--- config.mk ---
export PLATFORM = sky130hd
export DESIGN_NAME = glos_ctrl
export DESIGN_NICKNAME = d
export VERILOG_FILES = /design/src/design/glos_pkg.sv /design/src/design/glos_ctrl.sv
export VERILOG_INCLUDE_DIRS = /design/src /design/src/design
export SDC_FILE = /design/constraint.sdc
export NUM_CORES = 1
export LEC_CHECK = 0
export BUFFER_PORTS_ARGS = -buffer_cell sky130_fd_sc_hd__buf_2
export CAP_MARGIN = 20
export CORE_MARGIN = 5
export CORE_UTILIZATION = 52
export DETAILED_ROUTE_END_ITERATION = 12
export PLACE_DENSITY = 0.86
export SYNTH_ARGS = -nofsm -noshare
export SYNTH_HDL_FRONTEND = slang
export SYNTH_SLANG_ARGS = --single-unit
--- constraint.sdc ---
create_clock -name clk_i -period 4.9 [get_ports clk_i]
set_input_delay 0.98 -clock clk_i [delete_from_list [all_inputs] [get_ports clk_i]]
set_output_delay 0.98 -clock clk_i [all_outputs]
set_load 0.1 [all_outputs]
--- src/design/grid_line_of_sight_macros.svh ---
// Assertion macros for the line-of-sight block.
`ifndef GRID_LINE_OF_SIGHT_MACROS_SVH
`define GRID_LINE_OF_SIGHT_MACROS_SVH
`ifndef SYNTH
// Same-cycle implication.
`define GLOS_AIMP(lbl, ante, cons) \
  lbl: assert property (@(posedge clk_i) disable iff (!rst_ni) (ante) |-> (cons)) \
    else $error("glos: implication failed");
// Next-cycle implication.
`define GLOS_ANXT(lbl, ante, cons) \
  lbl: assert property (@(posedge clk_i) disable iff (!rst_ni) (ante) |=> (cons)) \
    else $error("glos: next-cycle implication failed");
`else
`define GLOS_AIMP(lbl, ante, cons)
`define GLOS_ANXT(lbl, ante, cons)
`endif
`endif

--- src/design/glos_pkg.sv ---
// Shared constants and controller/datapath interface types.
package glos_pkg;

  localparam int unsigned MapRowsDef = 64;
  localparam int unsigned MapColsDef = 256;

  localparam int unsigned RowW = 6;   // row field width
  localparam int unsigned ColW = 8;   // column field width
  localparam int unsigned PosW = 8;   // walk coordinate width
  localparam int unsigned AccW = 18;  // signed slope accumulator

  localparam logic OpWrite = 1'b0;
  localparam logic OpQuery = 1'b1;

  typedef struct packed {
    logic clear;     // clear one map row
    logic accept;    // latch request fields
    logic write;     // store the passable bit of a write request
    logic decode;    // register offsets and directions
    logic mul;       // register products
    logic init;      // load walk registers
    logic kn_rd;     // read the knight-move cell
    logic walk;      // test next cell on the line
    logic ok_set;    // force the result flag
    logic ok_val;
    logic out_load;  // move result into the output register
  } ctrl_cmd_t;

  typedef struct packed {
    logic clear_last;
    logic near;
    logic interior;
    logic knight;
    logic cell_ok;
    logic walk_done;
    logic ok;
    logic out_free;
  } dp_status_t;

endpackage

--- src/design/glos_ctrl.sv ---
// Controller: map clearing after reset, request sequencing and result hand-off.
`include "grid_line_of_sight_macros.svh"
module glos_ctrl (
  input  logic                 clk_i,
  input  logic                 rst_ni,
  input  logic                 in_valid_i,
  input  logic                 in_op_i,
  output logic                 in_ready_o,
  input  glos_pkg::dp_status_t st_i,
  output glos_pkg::ctrl_cmd_t  cmd_o
);

  typedef enum logic [9:0] {
    StClear  = 10'b0000000001,
    StIdle   = 10'b0000000010,
    StDecode = 10'b0000000100,
    StMul    = 10'b0000001000,
    StInit   = 10'b0000010000,
    StKnRd   = 10'b0000100000,
    StKnChk  = 10'b0001000000,
    StWalk   = 10'b0010000000,
    StDrain  = 10'b0100000000,
    StDone   = 10'b1000000000
  } state_e;

  state_e state_q, state_d;

  always_comb begin
    state_d    = state_q;
    cmd_o      = '0;
    in_ready_o = 1'b0;
    case (state_q)
      StClear: begin
        cmd_o.clear = 1'b1;
        if (st_i.clear_last) begin
          state_d = StIdle;
        end
      end
      StIdle: begin
        in_ready_o = 1'b1;
        if (in_valid_i) begin
          cmd_o.accept = 1'b1;
          if (in_op_i == glos_pkg::OpQuery) begin
            state_d = StDecode;
          end else begin
            cmd_o.write = 1'b1;
          end
        end
      end
      StDecode: begin
        cmd_o.decode = 1'b1;
        state_d      = StMul;
      end
      StMul: begin
        cmd_o.mul = 1'b1;
        if (st_i.near) begin
          cmd_o.ok_set = 1'b1;
          cmd_o.ok_val = 1'b1;
          state_d      = StDone;
        end else if (!st_i.interior) begin
          cmd_o.ok_set = 1'b1;
          cmd_o.ok_val = 1'b0;
          state_d      = StDone;
        end else begin
          state_d = StInit;
        end
      end
      StInit: begin
        cmd_o.init = 1'b1;
        state_d    = st_i.knight ? StKnRd : StWalk;
      end
      StKnRd: begin
        cmd_o.kn_rd = 1'b1;
        state_d     = StKnChk;
      end
      StKnChk: begin
        // open cell beside the start: visible without walking
        state_d = st_i.cell_ok ? StDone : StWalk;
      end
      StWalk: begin
        cmd_o.walk = 1'b1;
        if (st_i.walk_done || !st_i.ok) begin
          state_d = StDrain;
        end
      end
      StDrain: begin
        state_d = StDone;
      end
      StDone: begin
        if (st_i.out_free) begin
          cmd_o.out_load = 1'b1;
          state_d        = StIdle;
        end
      end
      default: begin
        state_d = StIdle;
      end
    endcase
  end

  always_ff @(posedge clk_i or negedge rst_ni) begin
    if (!rst_ni) begin
      state_q <= StClear;
    end else begin
      state_q <= state_d;
    end
  end

  `GLOS_AIMP(a_load_free, cmd_o.out_load, st_i.out_free)
  `GLOS_ANXT(a_query_decode, in_valid_i && in_ready_o && (in_op_i == glos_pkg::OpQuery),
             state_q == StDecode)

endmodule

==> results_dict.tcl <==
set metrics [dict create \
    status "complete, no violations" \
    die_h_um 47.1 \
    drv_slew 0 \
    path_class "register to primary output" \
    hold_class "input port to asynchronous set/reset pin" \
    fin_crit_ns 3.25 \
    num_vias 698 \
    fillers 114 \
    finalPower_uw 353 \
    cp.required_ns 3.92 \
    synth_flop_cell "dfrtp_1" \
    fin_setup_tns_ns 0 \
    worst_slew_pin_slew_ns 0.500 \
    postCtsSetupBuffers 0 \
    grt_pass1_wl_mm 2.81 \
    drt-initial-drc-count 18 \
    start_kind "register" \
    postSynthAreaPerCell_sq_um 9.31 \
    coreArea_sq_mm 0.00130 \
    hold_violations 0 \
    netlist_top_cells_count "9 x dfrtp_1, 7 x nor2_1, 5 x nand2b_1" \
    cts_hold_buffers 0 \
    vias_per_cell 6.07 \
    largest_reg_flops 10 \
    reg.largest.list "state_q x10" \
    clock_latency_ns 0.27 \
    regToRegSetupSlack_ns 3.18 \
    dieWidth_um 47.1 \
    finClkSkew_ns 0.00781 \
    worstPathMaxFanout 6 \
    top_register "state_q" \
    powerDensity_mw_per_mm2 412 \
    gp_routability_congestion 0.804 \
    synth-warning-count 0 \
    grtUsageTotal 0.186 \
    first_pass_iters 4 \
    drtAntennaViolNets 0 \
    routedWlPerCell_um 15.3 \
    irDropWorstVdd_mv 0.343 \
    antenna_found_initial 0 \
    yosysMostFrequentCell "dfrtp_1" \
    power.leakage_uw 0.000428 \
    hpwl_mm 1.34 \
    grt_pass1_vias 615 \
    drive_gt1_frac 0.360 \
    rr_startpoint "state_q[7]$_DFFE_PN0P_" \
    remaining_drc_errors 0 \
    max_freq_ghz 0.307 \
    r2r-end "state_q[4]$_DFFE_PN0P_" \
    fin_crit_sh 0.664 \
    synth-edff-count 0 \
    wl_mm 1.76 \
    cts_buffers 3 \
    grt-ovfl-total 0 \
    r2r_cells 5 \
    synthCells 77 \
    clockBufferDepth 2 \
    syn_area_sq_um 717 \
    post_cts_resize_count 0 \
    grt_max_degree 11 \
    io_pins 24 \
    cts.sink_count 10 \
    synthArstFlopShare 1.00 \
    start_util 0.551 \
    final_nets 113 \
    end_kind "primary output" \
    seq_area_frac_synth 0.351 \
    area_growth_pct 19.5 \
    crit_arrival_ns 2.27 \
    synth_top_cell_area_share 0.314 \
    diodes 0 \
    rsz0062_at_grt "no" \
    relSlewSlack 0.669 \
    row_count 13 \
    h-tree-depth 1 \
    max_cap_viol_count 0 \
    ys_types 37 \
    syn-num-nets 89 \
    cts_tree "done" \
    place.port_buffers 23 \
    synth_seq_cells 10 \
    clk_pin_slew_ns 0.07 \
    synth_area_leaders "dfrtp_1 31%, nor3_4 4.5%, nand2b_1 4.4%, dfstp_2 3.7%, nor2_1 3.7%" \
    finalSetupViolCount 0 \
    die_area_sq_mm 0.00222 \
    root_buffer "clkbuf_4" \
    yosysTopAreaCell "dfrtp_1" \
]
-- report_power, final --
part	total [uW]	internal [uW]	switching, uW
Combinational	188	46.6	141
Clock	60.8	31.5	29.3
Sequential	105	89.5	15.1
Total	353	168	186
-- worst max path at each step --
stage                           startpoint        to  depth (start not counted)
floorplan           state_q[8]$_DFFE_PN0P_  cmd_o[8]                          6
CTS                 state_q[2]$_DFFE_PN0P_  cmd_o[8]                          6
global placement    state_q[7]$_DFFE_PN0P_  cmd_o[2]                          5
detailed placement  state_q[8]$_DFFE_PN0P_  cmd_o[8]                          6
global route        state_q[2]$_DFFE_PN0P_  cmd_o[8]                          6
finish              state_q[2]$_DFFE_PN0P_  cmd_o[8]                          6
-- cells in the final DEF, fill, tap and decap left out, drive strengths merged --
master	count
buf	23
dfrtp	9
nor2	7
nor3	6
nand2b	5
and3	4
nand2	4
nor4	4
clkbuf	4
inv	3
and2	3
o21ai	3
nor4b	3
nand3	2
xor2	2
a31oi	2
or4	2
a21oi	2
nor2b	1
and4b	1
mux2i	1
a221o	1
or2b	1
a22oi	1
nand4b	1
o31ai	1
o2111ai	1
a22o	1
o221ai	1
dfstp	1
-- area by class of cell --
class | count | area [sq um] | share of cell area
multi-input combinational | 60 | 434 | 0.507
sequential | 10 | 251 | 0.293
timing repair buffer | 23 | 115 | 0.134
clock buffer | 4 | 26.3 | 0.0307
tap | 15 | 18.8 | 0.0219
inverter | 3 | 11.3 | 0.0131
-- stage by stage --
step	std cells	hold WS (ns)	utilization	worst slack, ns	cell area [sq um]
after CTS	115	0.558	0.659	1.65	857
after global placement	111	0.572	0.638	1.97	831
after global routing	115	0.559	0.659	1.49	857
final	115	0.554	0.659	1.65	857
after detailed placement	111	0.571	0.638	1.97	831
after floorplan	77	0.536	-	0.225	726
-- worst max-delay path: stages, from the launching register on --
cell and delay (ns):
dfrtp_1 0.46, nor4_4 0.38, and2_1 0.23, and3_1 0.23, and2_1 0.15, nor2b_2 0.12
buf_2 0.42
-- logic make-up after synthesis --
family / after synthesis / synth area share
AO/OA/AOI/OAI: 13 / 0.129
XOR/XNOR: 2 / 0.0244
buffers and inverters: 7 / 0.0558
flip-flops: 10 / 0.351
multiplexers: 1 / 0.0140
AND/OR/NAND/NOR: 44 / 0.426
-- metal layers --
metal	routed length, um	vias up	GRT usage
li1	-	336	-
met1	710	329	0.239
met2	907	27	0.298
met3	97	6	0.0307
met4	39	0	0.0994
met5	0	-	0
Note: power is estimated with default switching activity, not from simulation.
